==> src/hdl/lls_pkg.sv <==
// Shared widths, constants and the memory control bundle of the least-loaded list scheduler.
package lls_pkg;

  localparam int unsigned LOAD_W  = 32;
  localparam int unsigned PTIME_W = 16;
  localparam int unsigned TAG_W   = 16;
  localparam int unsigned MACH_W  = 4;
  localparam int unsigned CFG_W   = 5;

  localparam logic [CFG_W-1:0]  CFG_RESET = 5'd2;
  localparam logic [LOAD_W-1:0] LOAD_MAX  = 32'hFFFF_FFFF;

  typedef logic [LOAD_W-1:0]  load_t;
  typedef logic [PTIME_W-1:0] ptime_t;
  typedef logic [TAG_W-1:0]   tag_t;
  typedef logic [MACH_W-1:0]  mach_t;
  typedef logic [CFG_W-1:0]   cfg_t;

  // Control bundle from the scan controller to the load store.
  typedef struct packed {
    logic rd_en;
    logic wr_en;
    logic clear_all;
  } mem_ctl_t;

endpackage

==> src/hdl/lls_if.sv <==
// Valid/ready interfaces for the job items and the result items.
interface lls_job_if;
  import lls_pkg::*;

  logic   valid;
  logic   ready;
  ptime_t processing_time;
  tag_t   job_id;
  logic   first_job;

  modport source (output valid, output processing_time, output job_id, output first_job,
                  input ready);
  modport sink (input valid, input processing_time, input job_id, input first_job,
                output ready);
endinterface

interface lls_res_if;
  import lls_pkg::*;

  logic  valid;
  logic  ready;
  tag_t  job_tag;
  mach_t assigned_machine;
  load_t machine_load;
  load_t makespan;

  modport source (output valid, output job_tag, output assigned_machine, output machine_load,
                  output makespan, input ready);
  modport sink (input valid, input job_tag, input assigned_machine, input machine_load,
                input makespan, output ready);
endinterface

==> src/hdl/least_loaded_list_scheduler.sv <==
// Top level of the least-loaded list scheduler: configuration register, controller and load store.
//
// Each job goes to the machine with the smallest load among the machines in use, the
// machine chosen last winning ties, and the result reports the machine, its new
// saturating load and the running makespan. One job is handled at a time: the controller
// reads the starting machine, then scans the loads of the n machines in one memory with
// a single read port, one machine per cycle, where n is the effective machine count (the
// configured count clamped to 1..MAX_MACHINES), and then writes the new load back. A new
// job is accepted only after the last one has written its load back. The result waits in
// an output register, and the next job is accepted while it is pending; that job's
// write-back waits until the register is free.
// A job with first_job set clears all loads at once through per-entry valid bits.
module least_loaded_list_scheduler #(
  parameter int unsigned MAX_MACHINES = 16
) (
  input  logic          clk_i,
  input  logic          rst_ni,
  input  logic          cfg_we_i,
  input  lls_pkg::cfg_t cfg_wdata_i,
  lls_job_if.sink       job_i,
  lls_res_if.source     res_o
);
  import lls_pkg::*;

  localparam int unsigned IDX_W = (MAX_MACHINES > 1) ? $clog2(MAX_MACHINES) : 1;
  localparam int unsigned CNT_W = $clog2(MAX_MACHINES + 1);

  cfg_t             cfg_q;
  logic [CNT_W-1:0] count;
  mem_ctl_t         ctl;
  logic [IDX_W-1:0] rd_addr;
  logic [IDX_W-1:0] wr_addr;
  load_t            wr_data;
  load_t            rd_load;

  // Machine count register.
  always_ff @(posedge clk_i or negedge rst_ni) begin
    if (!rst_ni) begin
      cfg_q <= CFG_RESET;
    end else if (cfg_we_i) begin
      cfg_q <= cfg_wdata_i;
    end
  end

  // Effective machine count: zero counts as one, large values clamp to the built count.
  always_comb begin
    if (cfg_q == '0) begin
      count = CNT_W'(1);
    end else if (32'(cfg_q) > MAX_MACHINES) begin
      count = CNT_W'(MAX_MACHINES);
    end else begin
      count = CNT_W'(cfg_q);
    end
  end

  lls_scan_ctrl #(
    .MAX_MACHINES (MAX_MACHINES),
    .IDX_W        (IDX_W),
    .CNT_W        (CNT_W)
  ) u_ctrl (
    .clk_i     (clk_i),
    .rst_ni    (rst_ni),
    .count_i   (count),
    .job_i     (job_i),
    .res_o     (res_o),
    .ctl_o     (ctl),
    .rd_addr_o (rd_addr),
    .wr_addr_o (wr_addr),
    .wr_data_o (wr_data),
    .rd_load_i (rd_load)
  );

  lls_load_store #(
    .MAX_MACHINES (MAX_MACHINES),
    .IDX_W        (IDX_W)
  ) u_store (
    .clk_i     (clk_i),
    .rst_ni    (rst_ni),
    .ctl_i     (ctl),
    .rd_addr_i (rd_addr),
    .wr_addr_i (wr_addr),
    .wr_data_i (wr_data),
    .rd_load_o (rd_load)
  );

endmodule

==> src/hdl/lls_load_store.sv <==
// Machine load memory with one registered read port, one write port and per-entry valid bits.
module lls_load_store #(
  parameter int unsigned MAX_MACHINES = 16,
  parameter int unsigned IDX_W        = (MAX_MACHINES > 1) ? $clog2(MAX_MACHINES) : 1
) (
  input  logic                  clk_i,
  input  logic                  rst_ni,
  input  lls_pkg::mem_ctl_t     ctl_i,
  input  logic [IDX_W-1:0]      rd_addr_i,
  input  logic [IDX_W-1:0]      wr_addr_i,
  input  lls_pkg::load_t        wr_data_i,
  output lls_pkg::load_t        rd_load_o
);
  import lls_pkg::*;

  load_t                   mem [MAX_MACHINES];
  logic [MAX_MACHINES-1:0] valid_q;
  load_t                   rd_data_q;
  logic                    rd_vld_q;

  // Load array: plain synchronous write and registered read.
  always_ff @(posedge clk_i) begin
    if (ctl_i.wr_en) begin
      mem[wr_addr_i] <= wr_data_i;
    end
    if (ctl_i.rd_en) begin
      rd_data_q <= mem[rd_addr_i];
    end
  end

  // Valid bits: a cleared entry reads as zero load until it is written again.
  always_ff @(posedge clk_i or negedge rst_ni) begin
    if (!rst_ni) begin
      valid_q  <= '0;
      rd_vld_q <= 1'b0;
    end else begin
      if (ctl_i.clear_all) begin
        valid_q <= '0;
      end else if (ctl_i.wr_en) begin
        valid_q[wr_addr_i] <= 1'b1;
      end
      if (ctl_i.rd_en) begin
        rd_vld_q <= valid_q[rd_addr_i];
      end
    end
  end

  assign rd_load_o = rd_vld_q ? rd_data_q : '0;

endmodule

==> src/hdl/lls_scan_ctrl.sv <==
// Scan controller: takes a job, walks the load memory for the least load, writes back, reports.
module lls_scan_ctrl #(
  parameter int unsigned MAX_MACHINES = 16,
  parameter int unsigned IDX_W        = (MAX_MACHINES > 1) ? $clog2(MAX_MACHINES) : 1,
  parameter int unsigned CNT_W        = $clog2(MAX_MACHINES + 1)
) (
  input  logic              clk_i,
  input  logic              rst_ni,
  input  logic [CNT_W-1:0]  count_i,
  lls_job_if.sink           job_i,
  lls_res_if.source         res_o,
  output lls_pkg::mem_ctl_t ctl_o,
  output logic [IDX_W-1:0]  rd_addr_o,
  output logic [IDX_W-1:0]  wr_addr_o,
  output lls_pkg::load_t    wr_data_o,
  input  lls_pkg::load_t    rd_load_i
);
  import lls_pkg::*;

  typedef enum logic [1:0] {
    ST_IDLE,
    ST_SEED,
    ST_SCAN,
    ST_FINISH
  } state_e;

  state_e           state_q;
  ptime_t           ptime_q;
  tag_t             tag_q;
  logic [CNT_W-1:0] cnt_q;
  logic [IDX_W-1:0] pick_q;
  load_t            best_q;
  mach_t            last_q;
  load_t            span_q;

  logic             out_valid_q;
  tag_t             out_tag_q;
  mach_t            out_mach_q;
  load_t            out_load_q;
  load_t            out_span_q;

  logic             accept;
  logic             out_free;
  logic             commit;
  logic [IDX_W-1:0] start_idx;
  logic [LOAD_W:0]  sum;
  load_t            new_load;
  load_t            new_span;

  assign accept   = job_i.valid && job_i.ready;
  assign out_free = !out_valid_q || res_o.ready;
  assign commit   = (state_q == ST_FINISH) && out_free;

  // A stale last machine (count lowered since) restarts the search at machine zero.
  assign start_idx = (32'(last_q) < 32'(count_i)) ? IDX_W'(last_q) : '0;

  // Saturating add of the job onto the chosen load, and the running maximum.
  assign sum      = {1'b0, best_q} + {{(LOAD_W + 1 - PTIME_W){1'b0}}, ptime_q};
  assign new_load = sum[LOAD_W] ? LOAD_MAX : sum[LOAD_W-1:0];
  assign new_span = (new_load > span_q) ? new_load : span_q;

  // Memory requests. Reads happen only in the seed and scan states and writes only at commit,
  // so one job never reads an entry while its own write to it is pending.
  always_comb begin
    ctl_o.rd_en     = 1'b0;
    ctl_o.wr_en     = commit;
    ctl_o.clear_all = accept && job_i.first_job;
    rd_addr_o       = cnt_q[IDX_W-1:0];
    case (state_q)
      ST_SEED: begin
        ctl_o.rd_en = 1'b1;
        rd_addr_o   = start_idx;
      end
      ST_SCAN: begin
        ctl_o.rd_en = (cnt_q != count_i);
      end
      default: begin
        ctl_o.rd_en = 1'b0;
      end
    endcase
  end

  assign wr_addr_o = pick_q;
  assign wr_data_o = new_load;

  // State, job registers and the result register.
  always_ff @(posedge clk_i or negedge rst_ni) begin
    if (!rst_ni) begin
      state_q     <= ST_IDLE;
      last_q      <= '0;
      span_q      <= '0;
      cnt_q       <= '0;
      out_valid_q <= 1'b0;
    end else begin
      // A taken result frees the output register unless a new one lands in it now.
      if (res_o.ready && !commit) begin
        out_valid_q <= 1'b0;
      end
      case (state_q)
        ST_IDLE: begin
          if (accept) begin
            ptime_q <= job_i.processing_time;
            tag_q   <= job_i.job_id;
            if (job_i.first_job) begin
              last_q <= '0;
              span_q <= '0;
            end
            state_q <= ST_SEED;
          end
        end
        ST_SEED: begin
          pick_q  <= start_idx;
          cnt_q   <= '0;
          state_q <= ST_SCAN;
        end
        ST_SCAN: begin
          // The data on hand belongs to the previous request: the seed first,
          // then machine cnt_q - 1. Only a strictly smaller load takes over.
          if (cnt_q == '0) begin
            best_q <= rd_load_i;
          end else if (rd_load_i < best_q) begin
            best_q <= rd_load_i;
            pick_q <= IDX_W'(cnt_q - 1'b1);
          end
          if (cnt_q == count_i) begin
            state_q <= ST_FINISH;
          end else begin
            cnt_q <= cnt_q + 1'b1;
          end
        end
        ST_FINISH: begin
          if (out_free) begin
            last_q      <= MACH_W'(pick_q);
            span_q      <= new_span;
            out_valid_q <= 1'b1;
            out_tag_q   <= tag_q;
            out_mach_q  <= MACH_W'(pick_q);
            out_load_q  <= new_load;
            out_span_q  <= new_span;
            state_q     <= ST_IDLE;
          end
        end
        default: begin
          state_q <= ST_IDLE;
        end
      endcase
    end
  end

  assign job_i.ready            = (state_q == ST_IDLE);
  assign res_o.valid            = out_valid_q;
  assign res_o.job_tag          = out_tag_q;
  assign res_o.assigned_machine = out_mach_q;
  assign res_o.machine_load     = out_load_q;
  assign res_o.makespan         = out_span_q;

endmodule
==> src/flat_wrapper.sv <==
// flat-port wrapper written by rule: the top's interface ports become plain ports
module least_loaded_list_scheduler_flat import lls_pkg::*;
#(
  parameter int unsigned MAX_MACHINES = 16
)
  (clk_i, rst_ni, cfg_we_i, cfg_wdata_i, job_i_valid, job_i_processing_time, job_i_job_id, job_i_first_job, job_i_ready, res_o_valid, res_o_job_tag, res_o_assigned_machine, res_o_machine_load, res_o_makespan, res_o_ready);
  lls_job_if job_i_i ();
  lls_res_if res_o_i ();
  input  logic clk_i;
  input  logic rst_ni;
  input  logic cfg_we_i;
  input  lls_pkg::cfg_t cfg_wdata_i;
  input wire logic [$bits(job_i_i.valid)-1:0] job_i_valid;
  input wire logic [$bits(job_i_i.processing_time)-1:0] job_i_processing_time;
  input wire logic [$bits(job_i_i.job_id)-1:0] job_i_job_id;
  input wire logic [$bits(job_i_i.first_job)-1:0] job_i_first_job;
  output wire logic [$bits(job_i_i.ready)-1:0] job_i_ready;
  output wire logic [$bits(res_o_i.valid)-1:0] res_o_valid;
  output wire logic [$bits(res_o_i.job_tag)-1:0] res_o_job_tag;
  output wire logic [$bits(res_o_i.assigned_machine)-1:0] res_o_assigned_machine;
  output wire logic [$bits(res_o_i.machine_load)-1:0] res_o_machine_load;
  output wire logic [$bits(res_o_i.makespan)-1:0] res_o_makespan;
  input wire logic [$bits(res_o_i.ready)-1:0] res_o_ready;
  assign job_i_i.valid = job_i_valid;
  assign job_i_i.processing_time = job_i_processing_time;
  assign job_i_i.job_id = job_i_job_id;
  assign job_i_i.first_job = job_i_first_job;
  assign job_i_ready = job_i_i.ready;
  assign res_o_valid = res_o_i.valid;
  assign res_o_job_tag = res_o_i.job_tag;
  assign res_o_assigned_machine = res_o_i.assigned_machine;
  assign res_o_machine_load = res_o_i.machine_load;
  assign res_o_makespan = res_o_i.makespan;
  assign res_o_i.ready = res_o_ready;
  least_loaded_list_scheduler #(.MAX_MACHINES(MAX_MACHINES)) u_core (.clk_i(clk_i), .rst_ni(rst_ni), .cfg_we_i(cfg_we_i), .cfg_wdata_i(cfg_wdata_i), .job_i(job_i_i), .res_o(res_o_i));
endmodule
==> config.mk <==
export PLATFORM = sky130hd
export DESIGN_NAME = least_loaded_list_scheduler_flat
export DESIGN_NICKNAME = d
export VERILOG_FILES = /design/src/hdl/lls_pkg.sv /design/src/hdl/lls_if.sv /design/src/hdl/least_loaded_list_scheduler.sv /design/src/hdl/lls_load_store.sv /design/src/hdl/lls_scan_ctrl.sv /design/src/flat_wrapper.sv
export SDC_FILE = /design/constraint.sdc
export NUM_CORES = 1
export LEC_CHECK = 0
export ABC_AREA = 0
export BUFFER_PORTS_ARGS = -buffer_cell sky130_fd_sc_hd__buf_2
export CORE_ASPECT_RATIO = 1.2
export CORE_UTILIZATION = 66
export DETAILED_ROUTE_END_ITERATION = 10
export GPL_TIMING_DRIVEN = 0
export PLACE_DENSITY = 0.82
export SYNTH_ARGS = -nofsm -noshare
export SYNTH_HDL_FRONTEND = slang
export SYNTH_SLANG_ARGS = --single-unit
==> constraint.sdc <==
create_clock -name clk_i -period 9.85 [get_ports clk_i]
set_input_delay 0.985 -clock clk_i [delete_from_list [all_inputs] [get_ports clk_i]]
set_output_delay 0.985 -clock clk_i [all_outputs]
set_load 0.01 [all_outputs]
* Word-level counts from Yosys, hierarchy flattened *
Memory sizes are Yosys's and may differ from the RTL's. A register that Yosys moved wholly into a read port is not among the register bits.
Cells that the tools add are included.

word-level totals
  flip-flop bits (word level) = 218
  memory bits (writable) = 512
  input bits = 43
  output and inout bits = 86
  word-level logic and storage cells = 100
  memories = 1

operators by class
  add/sub/neg operators = 3
  magnitude comparators = 7
  eq/ne operators = 12
  muxes and demuxes = 38
  bitwise gates (word level) = 1
  reductions and logical operators = 22

memory list
  memory              words  bits a word  read ports  clocked after memory_dff  wr ports  RTL line              text
  u_core.u_store.mem  16     32           1           1                         1         lls_load_store.sv:16  load_t mem [MAX_MACHINES];

operators by type and width
  operator             count
  $mux 32              8
  $pmux 32 s2          1
  $add 32x16->33       1
  $gt 32x32->1         1
  $lt 32x32->1         1
  $mux 16              2
  $mux 4               7
  $or 16x16->16        1
  $pmux 4 s2           2
  $mux 5               3
  $ne 2x2->1 const B   6
  $reduce_and 3->1     4
  $logic_not 5->1      2
  $lt 4x5->1 const B   2
  $pmux 5 s2           1
  $pmux 2 s4           1
  $reduce_and 4->1     2
  $reduce_bool 2->1    4
  $mux 1               7
  $mux 2               3
  $add 5x1->5 const B  1
  $eq 5x5->1           1
  $gt 5x5->1 const B   1
  $logic_and 1x1->1    5
  other kinds (14)     16

* Longest topological paths before layout *
Gate-level depths: netlist (run 1).

  depth after elaboration = 8
  mapped depth = 22

* Cells and area by module *
From an unflattened synthesis (run 1), not the netlist that was laid out.

second synthesis, totals
  cell total of the unflattened synthesis = 1717
  area total of the unflattened synthesis = 31570.3 um2

modules (own cells, without submodules)
  module                       times used  cells each  area an instance (um2)  seq. area each (um2)
  lls_load_store               1           859         21171.6                 16761.1
  lls_scan_ctrl                1           840         10181.0                 5665.4
  least_loaded_list_scheduler  1           18          217.7                   126.4

* Worst setup path after synthesis (run 1) *
No wires, ideal clock.

  path kind = reg2reg
  start = reg u_core.u_ctrl.best_q[0]
  end = reg u_core.u_ctrl.out_span_q[17] (netlist: u_core.u_ctrl.res_o.makespan[17]), data pin
  library setup time = 260 ps
  data arrival time = 4869 ps
  setup slack = 4720 ps
  stages on the path, launching flop included = 18
  buffers on the path = 2
  cells stage by stage = edfxtp_1 > ha_1 > fa_1 > a211oi_2 > o211ai_4 > a311oi_2 > nor4_1 > o21ai_0 > ha_1 > nand2_1 > nand2_1 > a221oi_1 > a221oi_1 > nor4_1 > a221o_1 > buf_2 > buf_2 > mux2_2

between the ends
  longest elaborated chain between the ends = 4

ends and longest elaborated chain
  item                             RTL line              text
  from (decl)                      lls_scan_ctrl.sv:32   load_t best_q;
  from (signal assigned)           lls_scan_ctrl.sv:120  best_q <= rd_load_i;
  from (signal assigned)           lls_scan_ctrl.sv:122  best_q <= rd_load_i;
  $add 32x16->33                   lls_scan_ctrl.sv:58   assign sum = {1'b0, best_q} + {{(LOAD_W + 1 - PTIME_W){1'b0}}, ptime_q};
  $mux 32                          lls_scan_ctrl.sv:59   assign new_load = sum[LOAD_W] ? LOAD_MAX : sum[LOAD_W-1:0];
  net u_core.u_ctrl.wr_data_o[22]  lls_scan_ctrl.sv:15   output lls_pkg::load_t wr_data_o,
  $gt 32x32->1                     lls_scan_ctrl.sv:60   assign new_span = (new_load > span_q) ? new_load : span_q;
  $mux 32                          lls_scan_ctrl.sv:60
  net u_core.u_ctrl.new_span[17]   lls_scan_ctrl.sv:48   load_t new_span;
  to (signal assigned)             lls_scan_ctrl.sv:139  out_span_q <= new_span;
  to (decl)                        lls_scan_ctrl.sv:40   load_t out_span_q;

The timed path passes the listed nets, and every way through them passes these cells.
A chain may end at the register's enable or synchronous reset.

* Worst setup path after layout (run 1) *
  start = reg u_core.u_ctrl.best_q[0]
  end = reg u_core.u_ctrl.out_span_q[10] (netlist: u_core.u_ctrl.res_o.makespan[10]), data pin

Same word-level chain as after synthesis.

==> impl_metrics.ini, run 1 <==
[run_status]
outcome = finished, final reports clean

[logic_synthesis]
synth_top_family_by_area = compound AO/OA/AOI/OAI gates
synth_common_cells = 696 x edfxtp_1, 335 x nand2_1, 168 x a211oi_1
netlist_area_um2 = 32490
synth_edf_count = 696
synth_compound_area_share_pct = 12.46
synthXorXnorAreaFrac_pct = 0.6200
netlist_instances = 2385
synth_fa_ha_area_share_pct = 3.489
yosysMostFrequentCell = edfxtp_1
ys_seq_area_share_pct = 69.42
synth.avg_cell_area_um2 = 13.62
syn-num-nets = 2518
synth.ff_latch_count = 762
yosysWarningCount = 0
ys_async_sr_fraction_pct = 8.661
netlist_top_cells_area = edfxtp_1 64%, dfrtp_1 5.0%, a211oi_1 3.9%
ys_types = 74
synth_top_area_cell = edfxtp_1
synthMuxAreaShare_pct = 1.067
yosys.area_share.simple_pct = 10.06
synth_ff_type = edfxtp_1
yosys.area.top_type_share_pct = 64.33

[finish]
area_growth_pct = 13.74
multiInputGateArea_um2 = 9159
n_antenna_cell = 0
final_net_count = 2752
n_fill_cell = 2688
final-seq-area_um2 = 22550
stdcell_count = 3300
drive_gt1_share_pct = 14.27

[clock_network]
clk_pin_slew_ns = 0.07
cts_tree = built
cts_hold_buf = 0
cts.sinks = 762
cts.htree.levels = 3
clock_latency_ns = 0.61
max-clock-path-buffers = 3
root_buffer = clkbuf_16
cts_inserted_buffers = 72
postCtsSetupBuffers = 0
cts_resized = 0

[floorplan]
io_pins = 129
die_h_um = 245.0
rows = 88
core_area_um2 = 48340
design.die.area_um2 = 50120
die_x_um = 204.5
start_util_pct = 67.21

[grt]
grt_max_degree = 71
grt_overflow = 0
grt_pass1_wl_mm = 130.5
grt_use_total_pct = 35.39
grt_pass1_vias = 22560
antenna_found_initial = 1

[pwr]
leakage_nw = 13.08
p_sw_mw = 4.940
swShare_pct = 39.48
p_per_area_nw_per_um2 = 338.7
vdd_drop_max_v = 0.0002027
p_int_mw = 7.574
power_mw = 12.51
p_comb_share_pct = 39.9
p_clk_share_pct = 22.3
seq_power_share_pct = 37.8

[sta]
rsz0062_at_grt = no
setup_tns_ns = 0
setup-violations-final = 0
fmax_mhz = 148.2
tightest_slew_ns = 1.347
slew_violations = 0
relSlewSlack_pct = 9.793
setup_slack_ns = 3.103
finalCritPeriodShare_pct = 68.50
fin_hold_ws_ns = 0.4112
fin_skew_ns = 0.02641
hold_violations = 0
min_period_ns = 6.747

[critical_path]
crit_path_start_kind = register
required_ns = 10.17
worstPathArrival_ns = 7.06
crit_type = register to register
cp_max_fo = 19
critPathCaptureType = register

[placement]
pre_cts_ws_ns = 3.342
port_buffers = 128
hpwl_mm = 59.41
place_congestion = 0.9526
dp.cells = 3175

[job]
maxCapViolCount = 0

[routing]
drtIter0Drc = 2672
vias = 22220
ant_nets = 0
vias_per_cell = 6.732
wl_mm = 87.24
dr.pass1.iters = 6
drc = 0
wire_per_inst_um = 26.43

[hold_path]
worst_hold_path_type = register to register
## critical path, stage by stage (launching register included)
cell,delay (ns)
edfxtp_1,0.44
ha_1,0.26
fa_1,0.44
a211oi_2,0.35
o211ai_4,0.18
a311oi_2,0.48
nor2_4,0.14
nand3_1,0.26
buf_2,0.33
nand2_1,0.65
ha_1,0.60
nand4_1,0.10
nor2_1,0.07
a221oi_1,0.26
o21ai_0,0.13
a31oi_1,0.42
a221o_1,0.23
buf_2,0.19
buf_2,0.27
clkbuf_1,0.44
o21ai_0,0.21
## layer usage
metal | GRT usage [%] | up-vias | routed length [µm]
met2 | 60.20 | 1625 | 43580
li1 | - | 9533 | -
met4 | 22.81 | 2 | 5614
met3 | 7.448 | 397 | 9109
met1 | 40.56 | 10660 | 28920
met5 | 0 | - | 17
## logic make-up after synthesis
logic type | count (synthesis)
xor+xnor | 23
compound gates | 572
mux | 31
simple gates | 685
fa+ha+maj | 90
buf+inv | 222
flops | 762
## through the flow
stage | util (%) | cell area [µm²]
after floorplan | - | 32490
after global placement | 70.17 | 33920
after detailed placement | 71.64 | 34630
after CTS | 76.44 | 36950
after global routing | 76.45 | 36950
final | 76.45 | 36950
## flip-flops by register name, indices dropped and copies added, names as in the netlist
register	count
u_core.u_store.rd_vld_q	1
u_core.u_ctrl.span_q	32
u_core.u_ctrl.best_q	32
u_core.u_ctrl.cnt_q	5
u_core.u_ctrl.res_o.valid	1
u_core.u_ctrl.ptime_q	16
u_core.u_store.mem	512
u_core.u_ctrl.res_o.machine_load	32
u_core.u_ctrl.res_o.assigned_machine	4
u_core.u_ctrl.last_q	4
u_core.u_ctrl.state_q	2
u_core.cfg_q	5
u_core.u_ctrl.res_o.job_tag	16
u_core.u_ctrl.tag_q	16
u_core.u_ctrl.res_o.makespan	32
u_core.u_store.rd_data_q	32
u_core.u_ctrl.wr_addr_o	4
u_core.u_store.valid_q	16
## final timing paths
kind,from,to,slack [ns],depth (start not counted)
min reg2reg,u_core.u_ctrl.tag_q[6]$_DFFE_PP_,u_core.u_ctrl.res_o.job_tag[6]$_DFFE_PP_,0.41,0
min in group asynchronous,rst_ni,u_core.cfg_q[2]$_DFFE_PN0P_,0.53,1
max reg2reg,u_core.u_ctrl.best_q[0]$_DFFE_PP_,u_core.u_ctrl.res_o.makespan[10]$_DFFE_PP_,3.10,20
max,u_core.u_ctrl.best_q[0]$_DFFE_PP_,u_core.u_ctrl.res_o.makespan[10]$_DFFE_PP_,3.10,20
min,u_core.u_ctrl.tag_q[6]$_DFFE_PP_,u_core.u_ctrl.res_o.job_tag[6]$_DFFE_PP_,0.41,0
max in group asynchronous,rst_ni,u_core.u_ctrl.span_q[6]$_DFFE_PN0P_,8.69,1
## area by class of cell
cell class,count,area share (%)
clock buffers,90,5.170
clock inverters,35,1.111
inverters,84,0.8533
well taps,630,2.133
flip-flops and latches,762,61.03
multi-input cells,1401,24.79
plain buffers,138,1.679
repair buffers,160,3.237
## cells in the final DEF, fill, tap and decap left out, types with 8 or more instances in the layout
cell	count
a211oi_1	168
a21o_1	13
a21oi_1	94
a22o_1	19
a311oi_1	64
a31oi_1	75
and2_1	161
buf_16	10
buf_2	161
buf_4	13
buf_6	17
bufinv_16	9
clkbuf_1	101
clkbuf_16	73
clkinv_1	8
clkinv_2	12
dfrtp_1	65
edfxtp_1	696
ha_1	89
inv_1	84
mux2_2	21
mux2i_1	8
nand2_1	335
nand2b_1	12
nand3_1	36
nand4_1	21
nor2_1	50
nor2_4	13
nor2b_1	11
nor3_1	13
o21a_1	22
o21ai_0	46
o311ai_0	11
xnor2_1	9
xor2_1	14
## power groups by stage
stage	clock [mW]	sequential [mW]	combinational [mW]
floorplan	0	4.76	2.93
global placement	0	4.79	4.47
detailed placement	0	4.79	4.75
CTS	2.80	4.73	4.84
global route	2.92	4.76	5.28
finish	2.80	4.73	4.99
No activity file was read; power rests on OpenSTA's default activity.
==> run 2, diff against run 1 <==
--- a/config.mk
+++ b/config.mk
@@ -8,10 +8,10 @@
 export ABC_AREA = 0
 export BUFFER_PORTS_ARGS = -buffer_cell sky130_fd_sc_hd__buf_2
 export CORE_ASPECT_RATIO = 1.2
-export CORE_UTILIZATION = 66
+export CORE_UTILIZATION = 62
 export DETAILED_ROUTE_END_ITERATION = 10
 export GPL_TIMING_DRIVEN = 0
-export PLACE_DENSITY = 0.82
+export PLACE_DENSITY = 0.78
 export SYNTH_ARGS = -nofsm -noshare
 export SYNTH_HDL_FRONTEND = slang
 export SYNTH_SLANG_ARGS = --single-unit
==> constraint.sdc (replaced) <==
create_clock -name clk_i -period 6.45 [get_ports clk_i]
set_input_delay 0.645 -clock clk_i [delete_from_list [all_inputs] [get_ports clk_i]]
set_output_delay 0.645 -clock clk_i [all_outputs]
set_load 0.01 [all_outputs]
==> impl_metrics.ini, run 2 (same netlist as run 1, synthesis figures left out) <==
[run_status]
outcome = finished with violations
failed_checks = max-capacitance violations

[critical_path]
slowest_delay_ns = 0.50
crit_path_start_kind = register
critPathCaptureType = register
cp_max_fo = 19
timing.critical_path.mode_cell = buf_2
worst_path_max_delay_cell = a311oi_2
crit_type = register to register
required_ns = 6.79
worstPathArrival_ns = 6.66
crit_path_cell_trace = ha_1, fa_1, a211oi_2, o211ai_4, a311oi_2, nor2_4, nand3_1, buf_2, nand2_4, ha_1, nand4_1, nor2_1, a221oi_1, o21ai_0, a31oi_1, a221o_1, buf_2, buf_2, clkbuf_2, o21ai_0

[routing]
ant_nets = 0
vias = 21740
drtIter0Drc = 2604
dr.pass1.iters = 7
vias_per_cell = 6.436
wl_mm = 85.86
drc = 0
wire_per_inst_um = 25.42

[sta]
min_period_ns = 6.317
setup_slack_ns = 0.1330
setup-violations-final = 0
relSlewSlack_pct = 0.03933
slew_violations = 0
rsz0062_at_grt = no
setup_tns_ns = 0
tightest_slew_ns = 1.492
hold_violations = 0
fin_skew_ns = 0.02306
finalCritPeriodShare_pct = 97.94
fmax_mhz = 158.3
fin_hold_ws_ns = 0.1908

[clock_network]
max-clock-path-buffers = 3
postCtsSetupBuffers = 0
clock_latency_ns = 0.64
clk_pin_slew_ns = 0.06
root_buffer = clkbuf_16
cts.htree.levels = 3
cts_tree = built
cts_inserted_buffers = 74
cts.sinks = 762

[floorplan]
die_x_um = 211.0
die_h_um = 252.8
io_pins = 129
start_util_pct = 62.99
rows = 91
design.die.area_um2 = 53320
core_area_um2 = 51580

[pwr]
p_clk_share_pct = 21.9
p_per_area_nw_per_um2 = 510.7
swShare_pct = 39.65
power_mw = 18.93
p_int_mw = 11.42
leakage_nw = 13.07
vdd_drop_max_v = 0.0002981
p_sw_mw = 7.504
seq_power_share_pct = 38.1
p_comb_share_pct = 40.0

[placement]
place_congestion = 0.9675
place_area_um2 = 34720
dp.cells = 3242
port_buffers = 128
hpwl_mm = 59.85
pre_cts_ws_ns = -0.3028

[finish]
final_net_count = 2755
n_antenna_cell = 0
stdcell_count = 3377
design_area_um2 = 37060
area_growth_pct = 14.07
largest_reg_flops = 512
drive_gt1_share_pct = 14.18
largest-register = u_core.u_store.mem
final_cell_mix = 696 x edfxtp_1, 330 x nand2_1, 168 x a211oi_1, 161 x buf_2, 161 x and2_1
final_common_cell = edfxtp_1
final_core_util_pct = 71.85

[grt]
grt_max_degree = 60
grt_pass1_vias = 21930
antenna_found_initial = 1
grt_pass1_wl_mm = 127.4
grt_use_total_pct = 32.63
grt_overflow = 0

[hold_path]
worst_hold_path_type = input port to register

[job]
maxCapViolCount = 1
-- run 2: cell count changes in the layout (fill, tap and decap cells not counted), moves of 3 or more --
cell,change
bufinv_16,-6
clkinv_8,+4
clkbuf_1,+12
nand2_1,-5
nand2_4,+3
clkinv_2,-4
clkinv_1,+3
inv_6,-3
-- run 2: worst paths after layout --
path,from,end,slack (ns),cells past startpoint
min in group asynchronous,rst_ni,u_core.u_ctrl.span_q[27]$_DFFE_PN0P_,0.48,2
max in group asynchronous,rst_ni,u_core.u_ctrl.span_q[4]$_DFFE_PN0P_,5.41,3
worst max register to register,u_core.u_ctrl.best_q[0]$_DFFE_PP_,u_core.u_ctrl.res_o.makespan[9]$_DFFE_PP_,0.13,20
worst max-delay path,u_core.u_ctrl.best_q[0]$_DFFE_PP_,u_core.u_ctrl.res_o.makespan[9]$_DFFE_PP_,0.13,20
worst min-delay path,job_i_job_id[15],u_core.u_ctrl.tag_q[15]$_DFFE_PP_,0.19,1
worst min register to register,u_core.u_ctrl.tag_q[10]$_DFFE_PP_,u_core.u_ctrl.res_o.job_tag[10]$_DFFE_PP_,0.42,0
-- run 2: final cells by class --
| class | instances | area [µm²] |
|---|---|---|
| flip-flops and latches | 762 | 22550 |
| fillers | 3252 | 14520 |
| multi-input cells | 1401 | 9203 |
| clock buffers | 106 | 2023 |
| repair buffers | 161 | 1219 |
| well taps | 697 | 872.1 |
| plain buffers | 138 | 621.8 |
| inverters | 84 | 315.3 |
| clock inverters | 28 | 252.7 |
-- run 2: power groups by stage --
stage	Combinational (mW)	Clock, mW	Sequential, mW
after floorplan	4.48	0	7.27
final	7.57	4.15	7.21
after global routing	8.08	4.34	7.26
after detailed placement	7.32	0	7.31
after CTS	7.40	4.16	7.21
after global placement	6.92	0	7.32
-- run 2: what timing repair did --
action | 4_1_cts | 5_1_grt
setup endpoints to repair | 38 | 37
hold buffers | 1 | 0
pin swaps | 0 | 0
gates cloned | 0 | 0
gates resized for setup | 6 | 6
endpoints found under the hold margin | 21 | 0
-- run 2: metal layers --
metal  vias up  part of all wire, %  GRT usage, %
li1       9544                    -             -
met1     10590                   35         38.72
met2      1272                   50         55.98
met3       325                  8.8         5.132
met4         2                  6.0         20.00
met5         -                0.010             0
-- run 2: worst max-delay path: cells and delay by family (launching register included) --
kind / cells / cell delay, ns
compound gates: 8 / 2.36
buf+inv: 4 / 1.21
fa+ha+maj: 3 / 1.10
simple gates: 5 / 0.94
flops: 1 / 0.41
